## config.mk

```make
export PLATFORM = sky130hd
export DESIGN_NAME = wheel_speed_controller_unit
export DESIGN_NICKNAME = d
export VERILOG_FILES = /design/src/hw/rtl/wsc_pkg.sv /design/src/hw/rtl/wheel_speed_controller_unit.sv /design/src/hw/rtl/wsc_divider.sv
export SDC_FILE = /design/constraint.sdc
export NUM_CORES = 2
export LEC_CHECK = 0
export ABC_AREA = 1
export BUFFER_PORTS_ARGS = -buffer_cell sky130_fd_sc_hd__buf_2
export CAP_MARGIN = 20
export CORE_AREA = 10 10 363 365
export CTS_CLUSTER_SIZE = 28
export DETAILED_ROUTE_END_ITERATION = 10
export DIE_AREA = 0 0 373 375
export RECOVER_POWER = 50
export SYNTH_ARGS = -nofsm -noshare
export SYNTH_HDL_FRONTEND = slang
export SYNTH_HIERARCHICAL = 1
export SYNTH_SLANG_ARGS = --single-unit
```

## constraint.sdc

```tcl
create_clock -name aclk -period 18.41 [get_ports aclk]
set_input_delay 3.682 -clock aclk [delete_from_list [all_inputs] [get_ports aclk]]
set_output_delay 3.682 -clock aclk [all_outputs]
set_load 0.01 [all_outputs]
```

## src/hw/rtl/wsc_pkg.sv

```systemverilog
// wsc_pkg: shared types and constants of the wheel speed controller
// register indexes, reset values, band table, drive codes, divider status
// used by every file under hw/rtl
package wsc_pkg;

    localparam int TGT_W      = 13;
    localparam int MEAS_W     = 16;
    localparam int MAG_W      = 13;
    localparam int CFG_IDX_W  = 3;
    localparam int CFG_DATA_W = 64;
    localparam int DUTY_W     = 8;
    localparam int DIR_W      = 2;

    // register indexes
    localparam logic [CFG_IDX_W-1:0] REG_FF_TABLE   = 3'd0;
    localparam logic [CFG_IDX_W-1:0] REG_GAIN_KP    = 3'd1;
    localparam logic [CFG_IDX_W-1:0] REG_PWM_LIMITS = 3'd2;
    localparam logic [CFG_IDX_W-1:0] REG_SLEW_STEP  = 3'd3;
    localparam logic [CFG_IDX_W-1:0] REG_STALL      = 3'd4;
    localparam logic [CFG_IDX_W-1:0] REG_INTERVAL   = 3'd5;
    localparam logic [CFG_IDX_W-1:0] REG_MODE       = 3'd6;

    // reset values
    localparam logic [63:0] RST_FF_TABLE   = 64'h0;
    localparam logic [15:0] RST_GAIN_KP    = 16'h0000;
    localparam logic [15:0] RST_PWM_LIMITS = 16'hFF00;
    localparam logic [7:0]  RST_SLEW_STEP  = 8'hFF;
    localparam logic [24:0] RST_STALL      = 25'h0;
    localparam logic [9:0]  RST_INTERVAL   = 10'd100;
    localparam logic [1:0]  RST_MODE       = 2'd0;

    // drive direction codes
    localparam logic [DIR_W-1:0] DIR_OFF = 2'd0;
    localparam logic [DIR_W-1:0] DIR_FWD = 2'd1;
    localparam logic [DIR_W-1:0] DIR_REV = 2'd2;

    // upper bounds of the feedforward speed bands, whole counts per 100 ms
    localparam int NUM_BANDS = 8;
    localparam logic [7:0] BAND_TOP [0:NUM_BANDS-2] =
        '{8'd12, 8'd20, 8'd30, 8'd40, 8'd55, 8'd70, 8'd80};

    typedef struct packed {
        logic busy;
        logic done;
    } div_status_t;

endpackage

```

## src/hw/rtl/wheel_speed_controller_unit.sv

```systemverilog
// wheel_speed_controller_unit: per-wheel speed loop, one word in, one word out
// depends on wsc_pkg and wsc_divider
//
// channel   dir  handshake               payload
// s_        in   s_tvalid / s_tready     tdata target_speed, measured_count; tuser clear_fault
// m_        out  m_tvalid / m_tready     tdata duty; tuser drive_dir, fault
// cfg_      in   cfg_valid / cfg_ready   cfg_index, cfg_data (always ready)
//
// a zero target or a latched fault skips the datapath and gives an off word with zero duty
// any other word runs a shared multiplier over four products and a registered reciprocal
// divide, then the clamp and slew states, before its word goes to the output register
// s_tready is high only while the sequencer is idle
// a result waits in the output register; a stall on m_ holds the next result back
// synchronous active-low reset clears state and output valid, and loads configuration reset values
module wheel_speed_controller_unit #(
    parameter int SPEED_FRAC_BITS = 4
) (
    input  logic                                aclk,
    input  logic                                aresetn,
    input  logic                                s_tvalid,
    output logic                                s_tready,
    input  logic [31:0]                         s_tdata,   // [12:0] target_speed, [28:13] measured_count
    input  logic [0:0]                          s_tuser,   // [0] clear_fault
    output logic                                m_tvalid,
    input  logic                                m_tready,
    output logic [7:0]                          m_tdata,   // [7:0] duty
    output logic [2:0]                          m_tuser,   // [1:0] drive_dir, [2] fault
    input  logic                                cfg_valid,
    output logic                                cfg_ready,
    input  logic [wsc_pkg::CFG_IDX_W-1:0]       cfg_index,
    input  logic [wsc_pkg::CFG_DATA_W-1:0]      cfg_data
);
    import wsc_pkg::*;

    localparam int SCALE   = 100 << SPEED_FRAC_BITS;
    localparam int SCALE_W = $clog2(SCALE + 1);
    localparam int NUM_W   = MAG_W + 10;
    localparam int MS_W    = MEAS_W + SCALE_W;
    localparam int ERR_W   = ((NUM_W + 1 > MS_W) ? NUM_W + 1 : MS_W) + 1;
    localparam int MB_W    = 17;
    localparam int P_W     = ERR_W + MB_W;
    localparam int WANT_W  = P_W + 2;
    localparam int CMP_W   = ((MS_W + 8 > P_W) ? MS_W + 8 : P_W) + 1;
    localparam int THR_W   = ((MAG_W > 8 + SPEED_FRAC_BITS) ? MAG_W : 8 + SPEED_FRAC_BITS) + 1;
    localparam logic signed [ERR_W-1:0] SCALE_E = ERR_W'(SCALE);
    localparam logic signed [MB_W-1:0]  SCALE_B = MB_W'(SCALE);

    localparam logic [3:0] ST_IDLE  = 4'd0;
    localparam logic [3:0] ST_PREP  = 4'd1;
    localparam logic [3:0] ST_NUM   = 4'd2;
    localparam logic [3:0] ST_MEAS  = 4'd3;
    localparam logic [3:0] ST_ERR   = 4'd4;
    localparam logic [3:0] ST_DEAD  = 4'd5;
    localparam logic [3:0] ST_KP    = 4'd6;
    localparam logic [3:0] ST_RATIO = 4'd7;
    localparam logic [3:0] ST_DIV   = 4'd8;
    localparam logic [3:0] ST_WANT  = 4'd9;
    localparam logic [3:0] ST_SLEW  = 4'd10;

    // configuration
    logic [63:0] ff_table_reg;
    logic [15:0] gain_kp_reg;
    logic [15:0] pwm_limits_reg;
    logic [7:0]  slew_step_reg;
    logic [24:0] stall_reg;
    logic [9:0]  interval_reg;
    logic [1:0]  mode_reg;

    // sequencer and datapath
    logic [3:0]               state_reg, state_next;
    logic [TGT_W-1:0]         tgt_reg, tgt_next;
    logic [MEAS_W-1:0]        meas_reg, meas_next;
    logic                     clr_reg, clr_next;
    logic [7:0]               ff_reg, ff_next;
    logic signed [P_W-1:0]    prod_reg, prod_next;
    logic [NUM_W-1:0]         num_reg, num_next;
    logic signed [MS_W-1:0]   ms_reg, ms_next;
    logic signed [ERR_W-1:0]  err_reg, err_next;
    logic                     neg_reg, neg_next;
    logic [15:0]              want_reg, want_next;
    logic [15:0]              duty_level_reg, duty_level_next;
    logic [7:0]               stall_ticks_reg, stall_ticks_next;
    logic                     fault_reg, fault_next;
    logic                     m_valid_reg, m_valid_next;
    logic [DUTY_W-1:0]        m_duty_reg, m_duty_next;
    logic [DIR_W-1:0]         m_dir_reg, m_dir_next;
    logic                     m_fault_reg, m_fault_next;

    logic [MAG_W-1:0]         mag;
    logic [2:0]               band;
    logic signed [ERR_W-1:0]  mul_a;
    logic signed [MB_W-1:0]   mul_b;
    logic signed [P_W-1:0]    mul_p;
    logic                     out_free;
    logic                     open_loop;
    logic                     fault_eff;
    logic [7:0]               ticks_eff;
    logic [P_W-1:0]           div_quo;
    logic [P_W-1:0]           div_in;
    logic                     div_start;
    div_status_t              div_stat;
    logic signed [WANT_W-1:0] q_s;
    logic signed [WANT_W-1:0] want_full;
    logic signed [WANT_W-1:0] lo_w, hi_w;
    logic signed [17:0]       lim, diff, diff_c;
    logic signed [18:0]       step_sum, lo_s, hi_s;
    logic [15:0]              cur;
    logic signed [CMP_W-1:0]  ms_cmp, nr_cmp;
    logic                     stall_cond;
    logic [7:0]               ticks_new;

    assign cfg_ready = 1'b1;
    assign s_tready  = (state_reg == ST_IDLE);
    assign out_free  = !m_valid_reg || m_tready;
    assign open_loop = mode_reg[0];
    assign fault_eff = clr_reg ? 1'b0 : fault_reg;
    assign ticks_eff = clr_reg ? 8'd0 : stall_ticks_reg;
    assign mag       = tgt_reg[TGT_W-1] ? MAG_W'(~tgt_reg + 1'b1) : tgt_reg;

    // configuration writes
    always_ff @(posedge aclk) begin
        if (!aresetn) begin
            ff_table_reg   <= RST_FF_TABLE;
            gain_kp_reg    <= RST_GAIN_KP;
            pwm_limits_reg <= RST_PWM_LIMITS;
            slew_step_reg  <= RST_SLEW_STEP;
            stall_reg      <= RST_STALL;
            interval_reg   <= RST_INTERVAL;
            mode_reg       <= RST_MODE;
        end else if (cfg_valid && cfg_ready) begin
            case (cfg_index)
                REG_FF_TABLE:   ff_table_reg   <= cfg_data;
                REG_GAIN_KP:    gain_kp_reg    <= cfg_data[15:0];
                REG_PWM_LIMITS: pwm_limits_reg <= cfg_data[15:0];
                REG_SLEW_STEP:  slew_step_reg  <= cfg_data[7:0];
                REG_STALL:      stall_reg      <= cfg_data[24:0];
                REG_INTERVAL:   interval_reg   <= cfg_data[9:0];
                REG_MODE:       mode_reg       <= cfg_data[1:0];
                default: ;
            endcase
        end
    end

    // speed band of the target magnitude
    always_comb begin
        band = 3'(NUM_BANDS - 1);
        for (int k = NUM_BANDS - 2; k >= 0; k--) begin
            if (THR_W'(mag) <= (THR_W'(BAND_TOP[k]) << SPEED_FRAC_BITS)) begin
                band = 3'(k);
            end
        end
    end

    // shared multiplier operand select
    always_comb begin
        mul_a = '0;
        mul_b = '0;
        case (state_reg)
            ST_NUM: begin
                mul_a = $signed({{(ERR_W - MAG_W){1'b0}}, mag});
                mul_b = $signed({{(MB_W - 10){1'b0}}, interval_reg});
            end
            ST_MEAS: begin
                mul_a = ERR_W'($signed(meas_reg));
                mul_b = SCALE_B;
            end
            ST_KP: begin
                mul_a = err_reg;
                mul_b = $signed({1'b0, gain_kp_reg});
            end
            ST_RATIO: begin
                mul_a = $signed({{(ERR_W - NUM_W){1'b0}}, num_reg});
                mul_b = $signed({{(MB_W - 9){1'b0}}, stall_reg[24:16]});
            end
            default: ;
        endcase
    end
    assign mul_p = P_W'(mul_a) * P_W'(mul_b);

    assign div_start = (state_reg == ST_RATIO);
    assign div_in    = prod_reg[P_W-1] ? P_W'(-prod_reg) : P_W'(prod_reg);

    wsc_divider #(
        .DIVIDEND_W (P_W),
        .SHIFT      (SPEED_FRAC_BITS + 2)
    ) u_div (
        .aclk     (aclk),
        .aresetn  (aresetn),
        .start    (div_start),
        .dividend (div_in),
        .quotient (div_quo),
        .status   (div_stat)
    );

    // feedforward plus proportional term (feedforward only in open loop), clamped
    assign q_s       = open_loop ? '0 :
                       (neg_reg ? -$signed({2'b00, div_quo}) : $signed({2'b00, div_quo}));
    assign want_full = WANT_W'($signed({1'b0, ff_reg, 8'h00})) + q_s;
    assign lo_w      = WANT_W'($signed({1'b0, pwm_limits_reg[7:0], 8'h00}));
    assign hi_w      = WANT_W'($signed({1'b0, pwm_limits_reg[15:8], 8'h00}));

    // slew limit and clamp, both bypassed in open loop
    assign lim      = $signed({2'b00, slew_step_reg, 8'h00});
    assign diff     = $signed({2'b00, want_reg}) - $signed({2'b00, duty_level_reg});
    assign diff_c   = (diff > lim) ? lim : ((diff < -lim) ? -lim : diff);
    assign step_sum = $signed({3'b000, duty_level_reg}) + 19'(diff_c);
    assign lo_s     = $signed({3'b000, pwm_limits_reg[7:0], 8'h00});
    assign hi_s     = $signed({3'b000, pwm_limits_reg[15:8], 8'h00});
    always_comb begin
        if (open_loop) begin
            cur = want_reg;
        end else if (step_sum < lo_s) begin
            cur = pwm_limits_reg[7:0] << 8;
        end else if (step_sum > hi_s) begin
            cur = pwm_limits_reg[15:8] << 8;
        end else begin
            cur = step_sum[15:0];
        end
    end

    // stall detection
    assign ms_cmp     = CMP_W'(ms_reg) <<< 8;
    assign nr_cmp     = CMP_W'(prod_reg);
    assign stall_cond = (cur > {stall_reg[7:0], 8'h00}) && (ms_cmp < nr_cmp);
    assign ticks_new  = stall_cond ? ((stall_ticks_reg == 8'hFF) ? 8'hFF : stall_ticks_reg + 8'd1)
                                   : 8'd0;

    always_comb begin
        state_next       = state_reg;
        tgt_next         = tgt_reg;
        meas_next        = meas_reg;
        clr_next         = clr_reg;
        ff_next          = ff_reg;
        prod_next        = prod_reg;
        num_next         = num_reg;
        ms_next          = ms_reg;
        err_next         = err_reg;
        neg_next         = neg_reg;
        want_next        = want_reg;
        duty_level_next  = duty_level_reg;
        stall_ticks_next = stall_ticks_reg;
        fault_next       = fault_reg;
        m_valid_next     = m_valid_reg && !m_tready;
        m_duty_next      = m_duty_reg;
        m_dir_next       = m_dir_reg;
        m_fault_next     = m_fault_reg;

        case (state_reg)
            ST_IDLE: begin
                if (s_tvalid) begin
                    tgt_next   = s_tdata[TGT_W-1:0];
                    meas_next  = s_tdata[TGT_W+MEAS_W-1:TGT_W];
                    clr_next   = s_tuser[0];
                    state_next = ST_PREP;
                end
            end
            ST_PREP: begin
                fault_next       = fault_eff;
                stall_ticks_next = ticks_eff;
                ff_next          = ff_table_reg[band*8 +: 8];
                if (mag == '0 || fault_eff) begin
                    if (out_free) begin
                        duty_level_next = '0;
                        if (mag == '0) begin
                            stall_ticks_next = 8'd0;
                        end
                        m_valid_next = 1'b1;
                        m_duty_next  = '0;
                        m_dir_next   = DIR_OFF;
                        m_fault_next = fault_eff;
                        state_next   = ST_IDLE;
                    end
                end else begin
                    state_next = ST_NUM;
                end
            end
            ST_NUM: begin
                prod_next  = mul_p;
                state_next = ST_MEAS;
            end
            ST_MEAS: begin
                num_next   = prod_reg[NUM_W-1:0];
                prod_next  = mul_p;
                state_next = ST_ERR;
            end
            ST_ERR: begin
                ms_next    = prod_reg[MS_W-1:0];
                err_next   = ERR_W'($signed({1'b0, num_reg})) - ERR_W'($signed(prod_reg[MS_W-1:0]));
                state_next = ST_DEAD;
            end
            ST_DEAD: begin
                // errors under one count are ignored
                if (err_reg < SCALE_E && err_reg > -SCALE_E) begin
                    err_next = '0;
                end
                state_next = ST_KP;
            end
            ST_KP: begin
                prod_next  = mul_p;
                state_next = ST_RATIO;
            end
            ST_RATIO: begin
                neg_next   = prod_reg[P_W-1];
                prod_next  = mul_p;
                state_next = ST_DIV;
            end
            ST_DIV: begin
                if (div_stat.done) begin
                    state_next = ST_WANT;
                end
            end
            ST_WANT: begin
                if (want_full < lo_w) begin
                    want_next = pwm_limits_reg[7:0] << 8;
                end else if (want_full > hi_w) begin
                    want_next = pwm_limits_reg[15:8] << 8;
                end else begin
                    want_next = want_full[15:0];
                end
                state_next = ST_SLEW;
            end
            ST_SLEW: begin
                if (out_free) begin
                    m_valid_next    = 1'b1;
                    duty_level_next = cur;
                    m_duty_next     = cur[15:8];
                    m_dir_next      = tgt_reg[TGT_W-1] ? DIR_REV : DIR_FWD;
                    m_fault_next    = fault_reg;
                    if (mode_reg[1]) begin
                        stall_ticks_next = ticks_new;
                        if (ticks_new >= stall_reg[15:8]) begin
                            fault_next      = 1'b1;
                            duty_level_next = '0;
                            m_duty_next     = '0;
                            m_dir_next      = DIR_OFF;
                            m_fault_next    = 1'b1;
                        end
                    end
                    state_next = ST_IDLE;
                end
            end
            default: begin
                state_next = ST_IDLE;
            end
        endcase
    end

    always_ff @(posedge aclk) begin
        if (!aresetn) begin
            state_reg       <= ST_IDLE;
            duty_level_reg  <= '0;
            stall_ticks_reg <= '0;
            fault_reg       <= 1'b0;
            m_valid_reg     <= 1'b0;
        end else begin
            state_reg       <= state_next;
            duty_level_reg  <= duty_level_next;
            stall_ticks_reg <= stall_ticks_next;
            fault_reg       <= fault_next;
            m_valid_reg     <= m_valid_next;
        end
        tgt_reg     <= tgt_next;
        meas_reg    <= meas_next;
        clr_reg     <= clr_next;
        ff_reg      <= ff_next;
        prod_reg    <= prod_next;
        num_reg     <= num_next;
        ms_reg      <= ms_next;
        err_reg     <= err_next;
        neg_reg     <= neg_next;
        want_reg    <= want_next;
        m_duty_reg  <= m_duty_next;
        m_dir_reg   <= m_dir_next;
        m_fault_reg <= m_fault_next;
    end

    assign m_tvalid = m_valid_reg;
    assign m_tdata  = m_duty_reg;
    assign m_tuser  = {m_fault_reg, m_dir_reg};

endmodule

```

## src/hw/rtl/wsc_divider.sv

```systemverilog
// wsc_divider: magnitude divided by 25 * 2^SHIFT by a reciprocal multiply, result registered
// quotient saturates at 65536, above any clamped duty; depends on wsc_pkg for the status struct
module wsc_divider #(
    parameter int DIVIDEND_W = 45,
    parameter int SHIFT      = 6
) (
    input  logic                    aclk,
    input  logic                    aresetn,
    input  logic                    start,
    input  logic [DIVIDEND_W-1:0]   dividend,
    output logic [DIVIDEND_W-1:0]   quotient,
    output wsc_pkg::div_status_t    status
);
    import wsc_pkg::*;

    localparam int X_W      = 21;
    localparam int RECIP_W  = 22;
    localparam int PROD_W   = X_W + RECIP_W;
    localparam int RECIP_SH = 26;
    localparam int Q_W      = 17;
    // ceil(2^26 / 25), exact for every 21-bit value
    localparam logic [RECIP_W-1:0] RECIP = 22'd2684355;
    // 65536 * 25
    localparam logic [X_W-1:0]     X_SAT = 21'd1638400;

    logic [DIVIDEND_W-1:0] shifted;
    logic [X_W-1:0]        x_sat;
    logic [PROD_W-1:0]     recip_prod;
    logic [Q_W-1:0]        quo_reg, quo_next;
    logic                  done_reg, done_next;

    assign shifted    = dividend >> SHIFT;
    assign x_sat      = (shifted >= DIVIDEND_W'(X_SAT)) ? X_SAT : shifted[X_W-1:0];
    assign recip_prod = PROD_W'(x_sat) * PROD_W'(RECIP);
    assign quo_next   = start ? recip_prod[RECIP_SH +: Q_W] : quo_reg;
    assign done_next  = start;

    always_ff @(posedge aclk) begin
        if (!aresetn) begin
            done_reg <= 1'b0;
        end else begin
            done_reg <= done_next;
        end
        quo_reg <= quo_next;
    end

    assign quotient    = DIVIDEND_W'(quo_reg);
    assign status.busy = 1'b0;
    assign status.done = done_reg;

endmodule

```

# [Word level (Yosys, flattened, before mapping)]
# Cells that the tools add are included.
[totals] regBits=378 latch_bits=0 mem_bits_rw=0 rom_bits=0 inputBits=105 output_inout_bits=14 word_cells=178 n_memories=0
[classes] n_addsub=9 multipliers=2 div=0 magnitude_cmp=19 eq_ne=24 n_shift=1 mux=67 bitwise=1 n_reduce_logical=27
[ops] cell="$mux W16" n=10
[ops] cell="$pmux W28 S4" n=1
[ops] cell="$mux W8" n=13
[ops] cell="$mux W47" n=2
[ops] cell="$pmux W16 S4" n=1
[ops] cell="$shiftx A64 B7 Y8" n=1
[ops] cell="$pmux W28 S2" n=1
[ops] cell="$add A17 B47 Y47" n=1
[ops] cell="$gt A47 B17 Y1" n=1
[ops] cell="$lt A47 B17 Y1" n=1
[ops] cell="$neg A17 Y47" n=1
[ops] cell="$lt A35 B45 Y1" n=1
[ops] cell="$mul A28 B17 Y45" n=1
[ops] cell="$mux W45" n=1
[ops] cell="$neg A45 Y45" n=1
[ops] cell="$pmux W4 S11" n=1
[ops] cell="$mul A21 B22 Y43 const B" n=1
[ops] cell="$ge A39 B21 Y1 const B" n=1
[ops] cell="$mux W18" n=2
[ops] cell="$pmux W16 S2" n=1
[ops] cell="$pmux W8 S2" n=2
[ops] cell="$gt A28 B12 Y1 const B" n=1
[ops] cell="$lt A28 B12 Y1 const B" n=1
[ops] cell="$mux W28" n=1
[ops] cell="47 further kinds" n=102

# [Logic depth before layout (Yosys ltp)]
[logic_depth] ltp_word=17 mapped_depth=76 mapped_depth_nobuf=75

# [Hierarchy]
# The synthesis kept the hierarchy.
[by_module_without_submodules] module="wheel_speed_controller_unit" instances=1 cells_per_inst=5096 area_per_inst_um2=39614.2
[by_module_without_submodules] module="wsc_divider" instances=1 cells_per_inst=1243 area_per_inst_um2=9869.5

# [Worst setup path after synthesis]
# OpenSTA, ideal clock, no wires.
[synth_timing] kind="reg2reg" from="reg want_reg[0]" to="reg duty_level_reg[1]" arrival_time_ns=10.296 required_ns=18.340 slack_ns=8.043 path_stages_with_launch=72 synth_period_minus_slack_ns=10.367 cell_sequence="edfxtp_1 > inv_1 > ha_1 > inv_1 > fa_1 > nand3_1 > nand2_1 > nand3_1 > nand3_1 > a31oi_1 > o21ai_0 > nand2_1 > nand2_1 > inv_1 > ha_1 > nand2_1 > nor2_1 > a211oi_1 > [36 not listed] > nand2_2 > a21oi_1 > ha_1 > o21a_1 > o21a_1 > o21a_1 > o21a_1 > o21ai_0 > nand2_1 > a21oi_1 > nor2_1 > o21ai_0 > inv_1 > nor2_2 > inv_1 > nor2_1 > o21ai_0 > a21oi_1"
[synth_between] elab_chain_cells=17 word_cells_on_any_way=19 cone_classes="2 x add/sub; 6 x order compare; 10 x mux; 1 x reduce/logical"
[synth_rtl] item="start, declared" line="wheel_speed_controller_unit.sv:80" rtl="logic [15:0] want_reg, want_next;"
[synth_rtl] item="start signal, assigned" line="wheel_speed_controller_unit.sv:371" rtl="want_reg <= want_next;"
[synth_rtl] item="$sub A16 B16 Y17" line="wheel_speed_controller_unit.sv:204" rtl="assign diff = $signed({2'b00, want_reg}) - $signed({2'b00, duty_level_reg});"
[synth_rtl] item="$lt A17 B18 Y1" line="wheel_speed_controller_unit.sv:205" rtl="assign diff_c = (diff > lim) ? lim : ((diff < -lim) ? -lim : diff);"
[synth_rtl] item="$mux W18 (2 in series)" line="wheel_speed_controller_unit.sv:205"
[synth_rtl] item="$add A17 B18 Y19" line="wheel_speed_controller_unit.sv:206" rtl="assign step_sum = $signed({3'b000, duty_level_reg}) + 19'(diff_c);"
[synth_rtl] item="$gt A19 B17 Y1" line="wheel_speed_controller_unit.sv:214" rtl="end else if (step_sum > hi_s) begin"
[synth_rtl] item="$mux W16" line="wheel_speed_controller_unit.sv:214"
[synth_rtl] item="$mux W16" line="wheel_speed_controller_unit.sv:212" rtl="end else if (step_sum < lo_s) begin"
[synth_rtl] item="$mux W16 *" line="wheel_speed_controller_unit.sv:210" rtl="if (open_loop) begin"
[synth_rtl] item="$gt A16 B16 Y1" line="wheel_speed_controller_unit.sv:224" rtl="assign stall_cond = (cur > {stall_reg[7:0], 8'h00}) && (ms_cmp < nr_cmp);"
[synth_rtl] item="$logic_and A1 B1 Y1" line="wheel_speed_controller_unit.sv:224"
[synth_rtl] item="$mux W8" line="wheel_speed_controller_unit.sv:225" rtl="assign ticks_new = stall_cond ? ((stall_ticks_reg == 8'hFF) ? 8'hFF : stall_ticks_reg + 8'd1)"
[synth_rtl] item="$ge A8 B8 Y1" line="wheel_speed_controller_unit.sv:331" rtl="if (ticks_new >= stall_reg[15:8]) begin"
[synth_rtl] item="$mux W16" line="wheel_speed_controller_unit.sv:331"
[synth_rtl] item="$mux W16 *" line="wheel_speed_controller_unit.sv:329" rtl="if (mode_reg[1]) begin"
[synth_rtl] item="$mux W16 *" line="wheel_speed_controller_unit.sv:323" rtl="if (out_free) begin"
[synth_rtl] item="$pmux W16 S2 *" line="wheel_speed_controller_unit.sv:248" rtl="case (state_reg)"
[synth_rtl] item="end signal, assigned" line="wheel_speed_controller_unit.sv:357" rtl="duty_level_reg <= duty_level_next;"
[synth_rtl] item="end, declared" line="wheel_speed_controller_unit.sv:81" rtl="logic [15:0] duty_level_reg, duty_level_next;"
# Every way passes the cells marked *; elsewhere a longest branch is shown, timed or not. The select of a mux whose other input is x is not followed.
# A chain may end at the register's enable or synchronous reset.

# [Final worst setup path]
[layout_timing] from="reg want_reg[0]" to="reg duty_level_reg[0]"
# Same word-level chain as after synthesis.

==> run_results.csv <==
group,metric,value,unit
run_status,outcome,"finished, violations left",
run_status,violations,"max-capacitance violations, max-slew violations",
finish,fillers,12867,
worst_setup_path,crit_type,"flop to flop",
finish,multi_input_area,33800,sq um
detailed_routing,drc,0,
detailed_routing,dr.pass1.iters,8,
die,std_cell_rows,130,
pwr,p_per_area,52.1,nW/um^2
pwr,p_int,1.74,mW
worst_setup_path,crit_slowest_cell,"a211oi_2",
place,place.gp.congestion,0.922,
timing,worst_pin_slew,2650,ps
worst_setup_path,end_kind,"flop",
worst_setup_path,cp_max_fo,17,
clock_network,ctsHoldBuffers,0,
grt,use_met1,26.2,%
die,start_util,39.6,%
pwr,comb_power_share,30.1,%
clock_network,cts_resized,0,
detailed_routing,totalWireLength,142000,um
worst_setup_path,crit_path_start_kind,"flop",
grt,grt.overflow.total,0,
detailed_routing,drt_iter0_markers,2717,
pwr,power_frac_seq,36.8,%
synthesis,syn_area,49400,sq um
grt,use_met2,34.2,%
finish,regArea,9630,sq um
timing,maxSlewViolCount,261,
timing,fin_crit,13770,ps
die,die_area,140000,sq um
clock_network,clk_pin_slew,60,ps
die,ios,119,
pwr,netSwitchingPower,1.03,mW
worst_setup_path,cp_common_cell,"nand2_1",
timing,hold-worst-slack,456,ps
synthesis,yosys_warnings,6,
pwr,vdd.ir_drop.worst,0.0653,mV
detailed_routing,routedWlPerCell,17.5,um
timing,setup_tns,0,ps
worst_hold_path,min_path_type,"flop to flop",
pwr,clockPowerShare,33.1,%
finish,final_net_count,7571,
clock_network,cts_tree,"yes",
timing,finalSetupViolations,0,
detailed_routing,vias_per_cell,5.03,
place,hpwl,115000,um
synthesis,syn_avg_cell_area,7.81,sq um
grt,grt_first_pass_wirelength,225000,um
detailed_routing,via_count,40649,
pwr,power_switching_share,37.1,%
timing,rsz0062_at_grt,"false",
grt,grt_max_degree,110,
clock_network,postCtsSetupRepairBufs,0,
clock_network,htreeDepth,2,
timing,min_period_over_period,74.8,%
place,numPlacedInstances,7995,
finish,drive_above_1_share,5.76,%
clock_network,root_buffer,"clkbuf_16",
worst_setup_path,crit_required,18920,ps
flow_run,max-cap-violations,7,
finish,layout_commonest_cell,"inv_1",
timing,finClkSkew,31.1,ps
timing,slew_headroom,-76.7,%
clock_network,insertion_delay,600,ps
finish,instances_no_fill,8078,
die,dieHeight,375,um
grt,grt_use_total,19.9,%
die,core_area,125000,sq um
pwr,p_leak,26.6,nW
place,io_buffers,114,
clock_network,clock_sinks,378,
clock_network,cts-buffers-inserted,43,
worst_setup_path,slowest_delay,800,ps
worst_setup_path,cp.arrival,14280,ps
timing,finalHoldViolCount,0,
finish,area_growth,7.65,%
finish,final_cell_mix,"1,360 x inv_1, 1,153 x nand2_1, 712 x nor2_1, 593 x fa_1, 481 x ha_1",
clock_network,clockBufferDepth,3,
detailed_routing,postRouteAntennaNets,0,
grt,use_met3,2.34,%
die,fp.dieW,373,um
timing,max_freq,72.6,MHz
finish,largest_reg_flops,64,
grt,antenna_found_initial,1,
grt,top_usage_layer,"met2",
synthesis,netlist_instances,6327,
grt,grt_pass1_vias,40654,
cell type report:
type                       instances  share of cell area (%)
clock buffer                      48                    2.06
timing repair buffer             171                    1.79
clock inverter                    32                   0.720
sequential                       378                    18.1
tap                             1650                    3.88
multi-input combinational       4398                    63.6
inverter                        1400                    9.89
antenna                            1                 0.00470
power groups by stage:
stage,sequential [mW],clock [mW],combinational [mW]
after detailed placement,1.03,0,0.826
after CTS,1.02,0.930,0.832
after floorplan,1.01,0,0.575
after global placement,1.03,0,0.818
final,1.02,0.917,0.835
after global routing,1.02,0.963,0.937
path summary, 6_finish.rpt:
kind             startpoint                end  slack (ps)  cells past startpoint
min          gain_kp_reg[0]     gain_kp_reg[0]         460                      2
min reg2reg  gain_kp_reg[0]     gain_kp_reg[0]         460                      2
max             want_reg[0]  duty_level_reg[0]        4640                     71
max reg2reg     want_reg[0]  duty_level_reg[0]        4640                     71
per-layer routing:
metal  wire, um  up-vias
met5          0        -
met4       4860        0
met3       7230      231
met2      67200     1050
met1      62300    19573
li1           -    19795
per-stage QoR:
step	instance area, sq um	util [%]	power, mW	setup slack, ps
after detailed placement	51800	41.5	1.86	4920
after global routing	53200	42.6	2.92	3260
after floorplan	49500	-	1.59	8040
after CTS	53200	42.7	2.78	4850
final	53200	42.6	2.77	4640
after global placement	51800	41.5	1.85	5070
critical path: cells and delay by family (launching register included):
family / cells / cell delay, ps
AOI/OAI and AO/OA: 27 / 5620
xor gates and xnor gates: 1 / 310
adders and majority gates: 8 / 2070
buffers and inverters: 7 / 610
DFF: 1 / 420
and+or+nand+nor: 28 / 4610
Power figures use the tool's default switching activity.
